[src/sv/stp_pkg.sv]
// ----------------------------------------------------------------------------
// stp_pkg: shared types and constants of the shelf tile packer
// Request broadcast, cell control group, state encoding and register indexes.
// ----------------------------------------------------------------------------
package stp_pkg;

    localparam int COORD_W   = 14;   // atlas coordinates and sizes
    localparam int PTILE_W   = 15;   // padded tile size: 14-bit size plus twice the padding
    localparam int PAD_W     = 7;
    localparam int GRP_CELLS = 16;   // shelf cells reduced by one group stage

    localparam int unsigned ATLAS_RESET   = 4096;
    localparam int unsigned PADDING_RESET = 7;

    typedef logic [COORD_W-1:0] coord_t;
    typedef logic [PTILE_W-1:0] ptile_t;
    typedef logic [PAD_W-1:0]   pad_t;

    // Register indexes of the configuration port.
    typedef enum logic [0:0] {
        REG_ATLAS_SIZE = 1'b0,
        REG_PADDING    = 1'b1
    } cfg_reg_t;

    typedef enum logic [1:0] {
        ST_IDLE,
        ST_FIT,
        ST_GROUP,
        ST_DECIDE
    } state_t;

    // Request as seen by every shelf cell.
    typedef struct packed {
        ptile_t tw;
        ptile_t th;
        pad_t   pad;
        coord_t atlas;
    } req_t;

    // Control from the sequencer to the shelf cells.
    typedef struct packed {
        logic   eval;        // capture fit flag and candidate position
        logic   commit;      // the winning cell appends the tile to its row
        logic   open_shelf;  // the cell at the shelf count opens a new shelf
        coord_t new_top;     // top row of the new shelf
    } cell_ctl_t;

endpackage

[src/sv/stp_cell.sv]
// ----------------------------------------------------------------------------
// stp_cell: one shelf of the packer
// Holds top row, height and used width of one shelf and checks the request.
// ----------------------------------------------------------------------------
module stp_cell #(
    parameter int CNT_W = 9
) (
    input  logic              clk,
    input  logic              rst_n,
    input  stp_pkg::req_t     req,
    input  stp_pkg::cell_ctl_t ctl,
    input  logic [CNT_W-1:0]  cell_idx,
    input  logic [CNT_W-1:0]  shelf_count,
    input  logic              win,
    output logic              fit,
    output stp_pkg::coord_t   cand_x,
    output stp_pkg::coord_t   cand_y
);
    import stp_pkg::*;

    coord_t top_reg, tall_reg, fill_reg;
    coord_t top_next, tall_next, fill_next;
    logic   fit_reg, fit_next;
    coord_t cand_x_reg, cand_y_reg;
    coord_t slack;
    logic   active, tall_ok, room_ok;

    always_comb
    begin
        active  = cell_idx < shelf_count;
        tall_ok = {1'b0, tall_reg} >= req.th;
        room_ok = (16'(fill_reg) + 16'(req.tw)) <= 16'(req.atlas);
        fit_next = active && tall_ok && room_ok;
        // Only meaningful when the tile fits, so the height difference is never negative.
        slack = tall_reg - req.th[COORD_W-1:0];
    end

    always_comb
    begin
        top_next  = top_reg;
        tall_next = tall_reg;
        fill_next = fill_reg;
        if (ctl.commit && win)
        begin
            fill_next = COORD_W'(16'(fill_reg) + 16'(req.tw));
        end
        else if (ctl.open_shelf && (cell_idx == shelf_count))
        begin
            top_next  = ctl.new_top;
            tall_next = req.th[COORD_W-1:0];
            fill_next = req.tw[COORD_W-1:0];
        end
    end

    always_ff @(posedge clk or negedge rst_n)
    begin
        if (!rst_n)
        begin
            fit_reg <= 1'b0;
        end
        else if (ctl.eval)
        begin
            fit_reg <= fit_next;
        end
    end

    always_ff @(posedge clk)
    begin
        top_reg  <= top_next;
        tall_reg <= tall_next;
        fill_reg <= fill_next;
        if (ctl.eval)
        begin
            cand_x_reg <= fill_reg + COORD_W'(req.pad);
            cand_y_reg <= top_reg + COORD_W'(req.pad) + (slack >> 1);
        end
    end

    assign fit    = fit_reg;
    assign cand_x = cand_x_reg;
    assign cand_y = cand_y_reg;

endmodule

[config.mk]
export PLATFORM = sky130hd
export DESIGN_NAME = stp_cell
export DESIGN_NICKNAME = d
export VERILOG_FILES = /design/src/sv/stp_pkg.sv /design/src/sv/stp_cell.sv
export SDC_FILE = /design/constraint.sdc
export NUM_CORES = 1
export LEC_CHECK = 0
export BUFFER_PORTS_ARGS = -buffer_cell sky130_fd_sc_hd__buf_2
export CORE_AREA = 2 2 103 105
export CTS_CLUSTER_DIAMETER = 30
export DETAILED_ROUTE_END_ITERATION = 12
export DIE_AREA = 0 0 105 107
export HOLD_SLACK_MARGIN = 0.05
export PLACE_DENSITY = 0.87
export SETUP_SLACK_MARGIN = 0.05
export SLEW_MARGIN = 30
export SYNTH_ARGS = -nofsm -noshare
export SYNTH_HDL_FRONTEND = slang
export SYNTH_SLANG_ARGS = --single-unit
export TNS_END_PERCENT = 100
[constraint.sdc]
create_clock -name clk -period 5.67 [get_ports clk]
set_input_delay 0.8505 -clock clk [delete_from_list [all_inputs] [get_ports clk]]
set_output_delay 0.8505 -clock clk [all_outputs]
set_load 0.1 [all_outputs]
==> run metrics <==
layout cell share with drive strength beyond 1=23.6%; share of the synthesized area in the top cell type=38.9%; initial cell density of the core=53.6%; Row Count=37; GRT overflow=0; Starting DRT DRC Count=201; Post-Layout Cell Count=779; Total Routing Usage GR=21.5%; routability cong.=0.881; die height=107 um; DRC viols=0; DPL Wire Length=9830 um; WP data arrival=4.93 ns; pin count of the biggest net entering global routing=31; hold-fix buffers at CTS=0; Slew @ Worst Pin=0.712 ns; setup TNS=0 ns; via/cell ratio=5.59; Post-Syn Nets=688; Yosys reg bits=71; I/O pins=118; synth unique cells=51; H-tree levels=3; Tcrit/Tclk final=85.1%; final hold violations=0; Mapped Area=5410 um2; Die W=105 um; maximum vdd drop=0.000153 V; CP Class=primary input to flop; biggest area consumer among synthesized cells=edfxtp_1; crit end category=flop; drt total wl=12000 um; Leakage Power=2.87 nW; Required @ worst endpoint=5.78 ns; grt met3 use=3.83%; endpoints failing setup=0; Core Area=10100 um2; global-route wire length before repair=19100 um; antenna viol nets, final=0; CP Launch Type=primary input; DRT Pass-1 Iters=5; Inst Count DP=764; Max Clock Freq=207 MHz; Period minus WS final=4.82 ns; initial antenna violation count=0; vias in the first global route=4391; Root Driver=clkbuf_8; Rel. slew slack=51.3%; clk sink count=71; met1 usage=25.0%; GR met2 Demand/Resource=37.9%; status=complete, no violations; Avg Inst Size Synth=10.6 um2; via count=4357; Ys Warns=0; max-slew violation count=0; synthesized netlist cell count=512; Setup Skew=0.0112 ns; CTS clk-pin slew, worst paths=0.08 ns; PwrDens=265 nW/um2; asr flop ratio synth=1.41%; Reg-to-Reg Start=tall_reg[0]$_DFFE_PP_; Setup crit start=req[21]; setup bufs post-CTS=0; min-delay worst type=primary input to async pin; drt wl/cell=15.4 um; top_reg_cell synth=edfxtp_1; max cap viols=0; Worst Path Max Fanout=6; Post-synth EDFFs=70; largest cells by area after synthesis=edfxtp_1 (39%), ha_1 (18%), xnor2_1 (5.5%), inv_1 (4.5%), fa_1 (4.1%); area delta synth->final=16.9%; sequential area share after synthesis=39.3%; GR peak layer=met2; unrepaired setup endpoints after global routing=no; Max clock buf depth=2; ANT cells=0; Clock Latency Late Sink=0.35 ns; die area=11200 um2; CTS tree=done; post-CTS sizing=0; TritonCTS buffer count=9; nets=815; PortBufs=117
[critical path: stages]
cell,delay [ns]
buf_2,0.11
ha_1,0.18
inv_1,0.06
fa_1,0.39
a21o_1,0.17
a21oi_1,0.24
o21bai_1,0.12
a2111o_1,0.44
a31o_2,0.24
a21oi_1,0.17
xnor2_1,0.14
ha_1,0.26
ha_1,0.39
nand3_1,0.15
a21oi_1,0.05
a2111oi_0,0.64
a21oi_1,0.18
xnor2_1,0.16
[through the flow]
step	instance area [um2]	setup slack [ns]	power, W	utilization (%)	hold WS, ns
2_1_floorplan	5410	1.04	0.00119	-	0.542
3_3_place_gp	6170	0.678	0.00131	61.1	0.583
3_5_place_dp	6170	0.471	0.00134	61.1	0.583
4_1_cts	6320	0.891	0.00168	62.6	0.265
5_1_grt	6320	0.591	0.00176	62.6	0.257
6_report	6320	0.846	0.00167	62.6	0.275
[cells by family after synthesis]
logic type / share of synthesized area (%)
xor+xnor: 6.32
compound gates: 14.9
flops: 39.3
simple gates: 10.7
mux: 2.50
fa+ha+maj: 21.7
buf+inv: 4.65
[power by group]
part           switching [W]  total [W]  internal, W
Combinational       0.000469   0.000688     0.000219
Sequential         0.0000128   0.000644     0.000632
Clock               0.000189   0.000342     0.000153
Total               0.000671    0.00167      0.00100
[final cells by class]
class,count,area (um2)
Clock inverter,5,26.3
Multi-Input combinational cell,374,3030
Sequential cell,71,2130
Tap cell,136,170
Fill cell,826,3770
Inverter,65,244
Clock buffer,10,128
Timing Repair Buffer,118,593
[Yosys cell counts, drive strengths merged, types with 5 or more instances]
master / instances
ha: 76
mux2: 12
nor2: 37
nand2b: 5
xor2: 5
and3: 6
edfxtp: 70
nor2b: 11
o21ai: 21
a21oi: 37
o21a: 12
nand4: 6
xnor2: 34
nor3: 5
fa: 11
inv: 65
a21o: 7
nand3: 10
nand2: 24
[layout by cell type (no fill, tap or decap), types with 3 or more instances in the layout]
master	netlist	final
buf_2	0	117
ha_1	76	76
edfxtp_1	70	70
inv_1	65	65
nor2_1	37	37
a21oi_1	37	36
xnor2_1	34	34
nand2_1	24	24
o21ai_0	21	21
mux2_2	12	12
o21a_1	12	12
fa_1	11	11
nand3_1	10	10
nor2b_1	10	10
clkbuf_8	0	9
a21o_1	7	7
nand4_1	6	6
and3_1	6	6
xor2_1	5	5
nand2b_1	5	5
nor3_1	5	5
o211ai_1	4	4
a21boi_0	3	3
a211oi_1	3	3
nor4_1	3	3
or3_1	3	3
o21bai_1	3	3
o31a_1	3	3
clkinv_2	0	3
[metal layers]
layer / share of wire (%) / vias to the layer above
li1: - / 2121
met1: 42 / 2014
met2: 48 / 182
met3: 6.7 / 40
met4: 3.6 / 0
met5: 0 / -
[final timing paths]
kind | endpoint | cells after the start | slack, ns
hold reg to reg | cand_x[13]$_DFFE_PP_ | 1 | 0.60
min in group clk | cand_x[13]$_DFFE_PP_ | 1 | 0.60
max in group asynchronous | fit$_DFFE_PN0P_ | 1 | 5.31
hold / removal | fit$_DFFE_PN0P_ | 1 | 0.27
setup / recovery | cand_y[13]$_DFFE_PP_ | 18 | 0.85
setup reg to reg | cand_y[13]$_DFFE_PP_ | 18 | 1.06
Power figures use the tool's default switching activity.
