**src/sv/stp_pkg.sv**
```systemverilog
// ----------------------------------------------------------------------------
// stp_pkg: shared types and constants of the shelf tile packer
// Request broadcast, cell control group, state encoding and register indexes.
// ----------------------------------------------------------------------------
package stp_pkg;

    localparam int COORD_W   = 14;   // atlas coordinates and sizes
    localparam int PTILE_W   = 15;   // padded tile size: 14-bit size plus twice the padding
    localparam int PAD_W     = 7;
    localparam int GRP_CELLS = 16;   // shelf cells reduced by one group stage

    localparam int unsigned ATLAS_RESET   = 4096;
    localparam int unsigned PADDING_RESET = 7;

    typedef logic [COORD_W-1:0] coord_t;
    typedef logic [PTILE_W-1:0] ptile_t;
    typedef logic [PAD_W-1:0]   pad_t;

    // Register indexes of the configuration port.
    typedef enum logic [0:0] {
        REG_ATLAS_SIZE = 1'b0,
        REG_PADDING    = 1'b1
    } cfg_reg_t;

    typedef enum logic [1:0] {
        ST_IDLE,
        ST_FIT,
        ST_GROUP,
        ST_DECIDE
    } state_t;

    // Request as seen by every shelf cell.
    typedef struct packed {
        ptile_t tw;
        ptile_t th;
        pad_t   pad;
        coord_t atlas;
    } req_t;

    // Control from the sequencer to the shelf cells.
    typedef struct packed {
        logic   eval;        // capture fit flag and candidate position
        logic   commit;      // the winning cell appends the tile to its row
        logic   open_shelf;  // the cell at the shelf count opens a new shelf
        coord_t new_top;     // top row of the new shelf
    } cell_ctl_t;

endpackage

```
**src/sv/stp_group.sv**
```systemverilog
// ----------------------------------------------------------------------------
// stp_group: first-fit reduction over one group of shelf cells
// Finds the lowest fitting cell of the group and registers its position.
// ----------------------------------------------------------------------------
module stp_group (
    input  logic                             clk,
    input  logic                             rst_n,
    input  logic                             en,
    input  logic [stp_pkg::GRP_CELLS-1:0]    fit,
    input  stp_pkg::coord_t                  cand_x [stp_pkg::GRP_CELLS],
    input  stp_pkg::coord_t                  cand_y [stp_pkg::GRP_CELLS],
    output logic                             hit,
    output logic [stp_pkg::GRP_CELLS-1:0]    sel,
    output stp_pkg::coord_t                  pos_x,
    output stp_pkg::coord_t                  pos_y
);
    import stp_pkg::*;

    logic [GRP_CELLS-1:0] first_next, sel_reg;
    logic                 hit_reg;
    coord_t               x_next, y_next, x_reg, y_reg;

    always_comb
    begin
        // Isolate the lowest set bit: the earliest shelf that fits.
        first_next = fit & ~(fit - GRP_CELLS'(1));
        x_next = '0;
        y_next = '0;
        for (int j = 0; j < GRP_CELLS; j++)
        begin
            x_next = x_next | ({COORD_W{first_next[j]}} & cand_x[j]);
            y_next = y_next | ({COORD_W{first_next[j]}} & cand_y[j]);
        end
    end

    always_ff @(posedge clk or negedge rst_n)
    begin
        if (!rst_n)
        begin
            hit_reg <= 1'b0;
            sel_reg <= '0;
        end
        else if (en)
        begin
            hit_reg <= |fit;
            sel_reg <= first_next;
        end
    end

    always_ff @(posedge clk)
    begin
        if (en)
        begin
            x_reg <= x_next;
            y_reg <= y_next;
        end
    end

    assign hit   = hit_reg;
    assign sel   = sel_reg;
    assign pos_x = x_reg;
    assign pos_y = y_reg;

endmodule

```
**config.mk**
```make
export PLATFORM = sky130hd
export DESIGN_NAME = stp_group
export DESIGN_NICKNAME = d
export VERILOG_FILES = /design/src/sv/stp_pkg.sv /design/src/sv/stp_group.sv
export SDC_FILE = /design/constraint.sdc
export NUM_CORES = 1
export LEC_CHECK = 0
export CORE_AREA = 2 2 196 198
export CTS_CLUSTER_SIZE = 30
export DETAILED_ROUTE_END_ITERATION = 16
export DIE_AREA = 0 0 198 200
export DONT_BUFFER_PORTS = 1
export PLACE_DENSITY = 0.3
export REMOVE_ABC_BUFFERS = 1
export SLEW_MARGIN = 25
export SYNTH_ARGS = -nofsm -noshare
export SYNTH_HDL_FRONTEND = slang
export SYNTH_SLANG_ARGS = --single-unit
```
**constraint.sdc**
```tcl
create_clock -name clk -period 1.1 [get_ports clk]
set_clock_uncertainty 0.15 [all_clocks]
set_input_delay 0.055 -clock clk [delete_from_list [all_inputs] [get_ports clk]]
set_output_delay 0.055 -clock clk [all_outputs]
set_load 0.01 [all_outputs]
```
==> results.md, run 1 <==
- Count of maximum capacitance violations: 0
- Synthesized flop and latch total: 45
- Drt wl/cell: 32.7 um
- Synthesized netlist cell count: 580
- Number of antenna violations at the first check in global routing: 4
- Slack of the worst reg-to-reg path: 0.12 ns
- Top-count cell post-synth: sky130_fd_sc_hd__a22oi_1
- List of cells traversed by the critical path: or4b_4 -> nor4_4 -> buf_12 -> buf_12 -> buf_12 -> a21oi_1 -> nand3_1
- Worst setup startpoint: fit[3]
- Worst Setup Start Kind: input pin
- CTS root buf: sky130_fd_sc_hd__clkbuf_16
- Chip width: 198 um
- Remaining Overflow, GRT: 0
- TNS Setup: -11.05 ns
- Routed metal-1 wirelength: 15700 um
- Post-Route Hold Slack: -0.302 ns
- Number of distinct standard cells referenced by the synthesized netlist: 47
- I/O pin count: 512
- RSZ-0062 raised after global routing: true
- Initial core utilization: approximately an eighth
- Number of inserted filler cells in the final layout: 4187
- Drt first-iter violations: 454
- Source of the worst register-to-register timing path: sel[5]$_DFFE_PN0P_
- Clock tree from TritonCTS: built
- Wire length of the first global-routing pass: 50100 um
- Predominant post-synthesis flop cell: sky130_fd_sc_hd__edfxtp_1
- Area share of the leading cell type in the synthesized netlist: 17.7%
- Failing checks: negative hold slack, negative setup slack
- Overall die height: approximately 200 um
- Critical-path cell with the highest stage delay: sky130_fd_sc_hd__or4b_4
- Critical hold path startpoint: en
- Cells taking the most area after synthesis: sky130_fd_sc_hd__edfxtp_1 (18%), sky130_fd_sc_hd__a22oi_1 (15%), sky130_fd_sc_hd__a22o_1 (9.2%)
- Final Power: roughly 5.2 mW
- Placeable core region: 37400 um2
- Row count: 71
- Via count of the first global-routing pass: 6551
- Mapped Area: 4760 um2
- Max layer used: met4
- Maximum buffer depth of the clock tree: 2
- Worst r2r path cells: 1
- Total routing usage reported by global routing: a little under a fifth
- Leak pwr: 2.45 nW
- Post-layout min period: 1.51 ns
- Vias per Instance: 5.25
- Share of the yosys chip area belonging to registers: 26.6%
- PnR worst setup slack: -0.414 ns
- Commonest cells in the netlist: sky130_fd_sc_hd__a22oi_1 (93), sky130_fd_sc_hd__a22o_1 (50), sky130_fd_sc_hd__a221oi_1 (47)
- Largest voltage drop on the vdd net: 0.582 mV
- Layout cell share with drive strength beyond 1: 25.0%
- Final wirelength: 38900 um
- Total length of routed met3 wires: 2860 um
- Measured slew at the worst slew-check pin: between 0.6 and 0.7 ns
- Biggest area consumer among synthesized cells: sky130_fd_sc_hd__edfxtp_1
- Number of flops mapped to enable cells by yosys: 28
- Endpoint class of the critical path: register
- Run status: finished, violations left
- RR Endpoint: sel[5]$_DFFE_PN0P_
- Register clock-pin slew on the reported worst setup and hold paths: 0.08 ns
- Dpl cells: 1100
- Power per Cell Area: 718 nW/um2
- NumNets Final: ~1100
- Number of failing setup endpoints in the final timing report: 34
- Area added between synthesis and finish: 52.9%
- DRC violation count after routing: 0
- DR pass1 iterations: 7
- Clk_lat worst skew: 0.31 ns
- Post-placement cell area: about 5900 um2
- Layout Cells excl Fill: 1192
- Worst path max stage delay: 0.52 ns
- Residual antenna-violating net count after detailed routing: 0
- CTS H-tree lvls: 2
- Critical Path RT: about 1.1 ns
- Share of synthesized registers carrying an async set or reset: 37.8%
- Via total after detailed routing: between 6000 and 7000
- Worst-path fanout max: 40
- Hold path endpoint: sel[11]$_DFFE_PN0P_
- Hold WC Path Type: in -> reg
- Number of flip-flops in the largest register: 16
- DR WL met2: 19100 um
- Worst relative slew slack: a little over half
- Final Hold Vio Count: 72
- Post-route cell area: 7280 um2
- Setup CP Type: in -> reg
- Number of clock sinks seen by CTS: 45
- Number of buffers created by CTS: 5
- Die footprint: a little under 40000 um2
- YS warnings: 0
- Cell with the most instances on the worst path: sky130_fd_sc_hd__buf_12
- DP Worst Slack: -0.919 ns
- WP data arrival: between 1.5 and 2 ns
- Final Max Tran Viols: 0
- Number of cells on the worst hold path: 1
- HPWL reported at the end of detailed placement: 28800 um
- Placer congestion estimate: 0.856
- Part of the cycle the worst path needs: 138%
- Max Clock Freq: 661 MHz
- Post-synthesis average cell area: just over 8 um2
- Count of port buffers added during placement: 0
- Maximum number of pins on one net before global-route repair: 57
-- per-layer routing --
layer	GRT usage, %	vias to the layer above
li1	-	2620
met1	21.5	3073
met2	32.0	480
met3	4.17	87
met4	7.85	0
met5	0	-
-- final cells by class --
type / instances / area (um2) / area share [%]
clock inverter: 3 / 23.8 / 0.327
sequential: 45 / 1270 / 17.4
multi-input combinational: 454 / 3470 / 47.7
tap: 511 / 639 / 8.78
timing repair buffer: 156 / 1690 / 23.2
clock buffer: 5 / 125 / 1.72
inverter: 14 / 52.6 / 0.722
antenna: 4 / 10.0 / 0.137
-- power breakdown --
group          leakage, nW  internal [mW]  total [mW]  switching [mW]
Clock               0.0752          0.867        1.72           0.848
Sequential           0.501           1.95        2.09           0.142
Combinational         1.87          0.752        1.42           0.664
Total                 2.45           3.57        5.23            1.65
-- layout by cell type, fill, tap and decap left out, types with 7 or more instances in the layout --
cell	synthesis	final
sky130_fd_sc_hd__a21oi_1	29	20
sky130_fd_sc_hd__a221oi_1	47	43
sky130_fd_sc_hd__a222oi_1	11	11
sky130_fd_sc_hd__a22o_1	50	49
sky130_fd_sc_hd__a22oi_1	93	91
sky130_fd_sc_hd__buf_12	0	20
sky130_fd_sc_hd__buf_4	5	57
sky130_fd_sc_hd__buf_6	4	14
sky130_fd_sc_hd__clkbuf_16	0	7
sky130_fd_sc_hd__dfrtp_1	17	17
sky130_fd_sc_hd__dlygate4sd3_1	0	59
sky130_fd_sc_hd__edfxtp_1	28	28
sky130_fd_sc_hd__inv_1	14	14
sky130_fd_sc_hd__nand2_1	33	30
sky130_fd_sc_hd__nand3_1	38	33
sky130_fd_sc_hd__nor2_1	25	21
sky130_fd_sc_hd__nor2b_1	12	10
sky130_fd_sc_hd__o21ai_0	32	27
sky130_fd_sc_hd__o22ai_1	26	26
-- worst max-delay path: cells and delay by family --
kind / cells / cell delay (ns)
compound gates: 1 / 0.06
buf+inv: 3 / 0.44
simple gates: 3 / 0.90
-- metrics by stage --
stage	hold slack [ns]	utilization (%)
final	-0.302	19.5
after global routing	-0.320	19.5
after CTS	-0.315	18.8
after detailed placement	-0.390	15.9
after global placement	-0.390	15.9
after floorplan	-0.391	-
-- repair_timing --
| action | in CTS | in global routing |
|---|---|---|
| cloned | 1 | 2 |
| endpoints found under the setup margin | 38 | 37 |
| hold buffers | 60 | 1 |
| hold endpoints to repair | 90 | 88 |
| pin swaps | 21 | 21 |
| setup buffers | 13 | 6 |
| gates resized for setup | 46 | 41 |
-- kinds of logic after synthesis --
kind of cell,after synthesis,share of synthesized area [%]
mux,6,1.42
simple gates,140,16.1
compound gates,308,48.2
buf+inv,81,7.62
flops,45,26.6
-- how the worst max path moves through the flow --
stage | endpoint | slack, ns | depth (start not counted)
6_report | pos_y[3]$_DFFE_PP_ | -0.41 | 7
5_1_grt | pos_y[7]$_DFFE_PP_ | -0.47 | 6
4_1_cts | pos_x[6]$_DFFE_PP_ | -0.37 | 8
3_5_place_dp | pos_x[11]$_DFFE_PP_ | -0.92 | 7
3_3_place_gp | pos_x[11]$_DFFE_PP_ | -0.92 | 7
2_1_floorplan | pos_x[0]$_DFFE_PP_ | -1.85 | 5
No activity file was read; power rests on OpenSTA's default activity.
==> run 2, diff against run 1 <==
TNS_END_PERCENT = 1   (was unset)
==> results.md, run 2 (synthesis results as in run 1) <==
- Run status: finished, violations left
- Failing checks: negative hold slack, negative setup slack
- Post-Route Hold Slack: -0.303 ns (-0.000237 ns)
- WP data arrival: 1.52 ns (about the same)
- Maximum buffer depth of the clock tree: 2 (unchanged)
- Number of failing setup endpoints in the final timing report: 35 (+2.9%)
- I/O pin count: 512 (unchanged)
- Multi-input gate area in the final layout: 3340 um2 (-4.0%)
- Worst setup startpoint: fit[3]
- Part of the cycle the worst path needs: 136% (-1.3 points)
- Worst relative slew slack: 55.1% (+1.1 points)
- Chip width: 198 um (unchanged)
- Number of buffers created by CTS: 5 (unchanged)
- Source of the worst register-to-register timing path: sel[5]$_DFFE_PN0P_
- RSZ-0062 raised after global routing: true
- Leak pwr: 2.31 nW (-5.5%)
- Count of port buffers added during placement: 0 (unchanged)
- Final Power: 5.21 mW (-0.34%)
- Hold WC Path Type: in -> reg
- Row count: 71 (unchanged)
- Worst Setup Start Kind: input pin
- CTS root buf: sky130_fd_sc_hd__clkbuf_16
- Register clock-pin slew on the reported worst setup and hold paths: 0.08 ns (about the same)
- Wire length of the first global-routing pass: 50100 um (+0.15%)
- Measured slew at the worst slew-check pin: 0.671 ns (-0.0157 ns)
- Worst-path fanout max: 40 (unchanged)
- Drt first-iter violations: 441 (-2.9%)
- Drt wl/cell: 32.8 um (+0.30%)
- Max Clock Freq: 667 MHz (+0.97%)
- CTS H-tree lvls: 2 (unchanged)
- Final Max Tran Viols: 0 (unchanged)
- Via total after detailed routing: 6167 (-1.5%)
- Number of inserted filler cells in the final layout: 4209 (+0.53%)
- HPWL reported at the end of detailed placement: 28800 um (unchanged)
- Remaining Overflow, GRT: 0 (unchanged)
- Number of clock sinks seen by CTS: 45 (unchanged)
- Endpoint class of the critical path: register
- Placeable core region: 37400 um2 (unchanged)
- Power per Cell Area: 746 nW/um2 (+4.0%)
- Count of maximum capacitance violations: 0 (unchanged)
- Dpl cells: 1100 (unchanged)
- Clock tree from TritonCTS: built
- DRC violation count after routing: 0 (unchanged)
- Slack of the worst reg-to-reg path: 0.12 ns (about the same)
- Layout cell share with drive strength beyond 1: 21.6% (-3.4 points)
- NumNets Final: 1134 (-0.79%)
- Maximum number of pins on one net before global-route repair: 57 (unchanged)
- TNS Setup: -10.91 ns (+0.142 ns)
- Placer congestion estimate: 0.856 (unchanged)
- Critical-path cell with the highest stage delay: sky130_fd_sc_hd__or4_4
- Setup CP Type: in -> reg
- Vias per Instance: 5.23 (-0.48%)
- Die footprint: 39600 um2 (unchanged)
- Critical hold path startpoint: en
- Layout Cells excl Fill: 1180 (-1.0%)
- Overall die height: 200 um (unchanged)
- List of cells traversed by the critical path: or4_4 -> or3_4 -> buf_8 -> nor2_1 -> a21oi_1 -> nand3_1
- Largest voltage drop on the vdd net: 0.599 mV (+2.9%)
- Commonest non-fill, non-tap cells in the layout: sky130_fd_sc_hd__a22oi_1 (91), sky130_fd_sc_hd__dlygate4sd3_1 (59), sky130_fd_sc_hd__buf_4 (59)
- Total routing usage reported by global routing: 18.3% (+0.050 points)
- Number of cells on the worst hold path: 1 (unchanged)
- Area added between synthesis and finish: 46.5%
- PnR worst setup slack: -0.399 ns (+0.0146 ns)
- RR Endpoint: sel[5]$_DFFE_PN0P_
- DR pass1 iterations: 5 (-2)
- Worst path max stage delay: 0.54 ns (+0.02 ns)
- Clk_lat worst skew: 0.31 ns (about the same)
- DP Worst Slack: -0.919 ns (unchanged)
- Final wirelength: 38700 um (-0.71%)
- Number of antenna violations at the first check in global routing: 1 (-3)
- Post-layout min period: 1.50 ns (-0.0146 ns)
- Initial core utilization: 12.7% (unchanged)
- Final Hold Vio Count: 72 (unchanged)
- Number of flip-flops in the largest register: 16 (unchanged)
- Via count of the first global-routing pass: 6521 (-0.46%)
- Worst r2r path cells: 1 (unchanged)
- Hold path endpoint: sel[1]$_DFFE_PN0P_
- Residual antenna-violating net count after detailed routing: 0 (unchanged)
- Critical Path RT: 1.12 ns (about the same)
- FF+latch area: 1270 um2 (unchanged)
- Most frequent standard cell in the layout excluding fill and tap cells: sky130_fd_sc_hd__a22oi_1
[run 2: cell types whose count changed in the layout (fill, tap and decap cells not counted), moves of 3 or more]
cell                        before  now
sky130_fd_sc_hd__a2bb2oi_2       4    1
sky130_fd_sc_hd__o21ai_0        27   31
sky130_fd_sc_hd__a2bb2oi_1       4    7
sky130_fd_sc_hd__nand3_1        33   38
sky130_fd_sc_hd__nand3_2         4    0
sky130_fd_sc_hd__buf_6          14    8
sky130_fd_sc_hd__diode_2         4    1
[run 2: per-stage QoR]
step / instance area (um2) / utilization, %
after global placement: 5930 / 15.9
after detailed placement: 5930 / 15.9
after floorplan: 4450 / -
after CTS: 6890 / 18.4
final: 6980 / 18.7
after global routing: 6980 / 18.7
[run 2: report_power, final]
| group | switching, mW | total (mW) | internal, mW |
|---|---|---|---|
| Sequential | 0.144 | 2.10 | 1.95 |
| Clock | 0.854 | 1.72 | 0.867 |
| Combinational | 0.650 | 1.39 | 0.741 |
[run 2: how the worst max path moves through the flow]
| stage | end | cells past startpoint | slack [ns] |
|---|---|---|---|
| after detailed placement | pos_x[11]$_DFFE_PP_ | 7 | -0.92 |
| after global placement | pos_x[11]$_DFFE_PP_ | 7 | -0.92 |
| after global routing | pos_y[7]$_DFFE_PP_ | 8 | -0.44 |
| final | pos_y[7]$_DFFE_PP_ | 6 | -0.40 |
| after CTS | pos_x[6]$_DFFE_PP_ | 8 | -0.37 |
| after floorplan | pos_x[0]$_DFFE_PP_ | 5 | -1.85 |
[run 2: layout make-up]
type / count / share of cell area [%]
tap: 511 / 9.16
multi-input combinational: 454 / 47.8
inverter: 14 / 0.753
clock buffer: 5 / 1.79
clock inverter: 3 / 0.341
sequential: 45 / 18.1
timing repair buffer: 147 / 21.9
antenna: 1 / 0.0359
[run 2: critical path, delay by kind of cell]
family	cells	cell delay, ns
buffers and inverters	1	0.17
AO/OA/AOI/OAI	1	0.05
AND/OR/NAND/NOR	4	1.17
[run 2: timing repair]
item	4_1_cts	5_1_grt
pin swaps	12	9
buffers inserted	9	0
gates resized for setup	24	19
endpoints found under the setup margin	38	37
gates cloned	1	0
hold buffers	60	1
endpoints found under the hold margin	90	88
[run 2: layer usage]
metal	track usage [%]	vias up	part of all wire, %
li1	-	2589	-
met3	4.18	77	7.9
met5	0	-	0
met4	6.77	0	2.9
met1	21.9	3027	40
met2	32.2	474	49
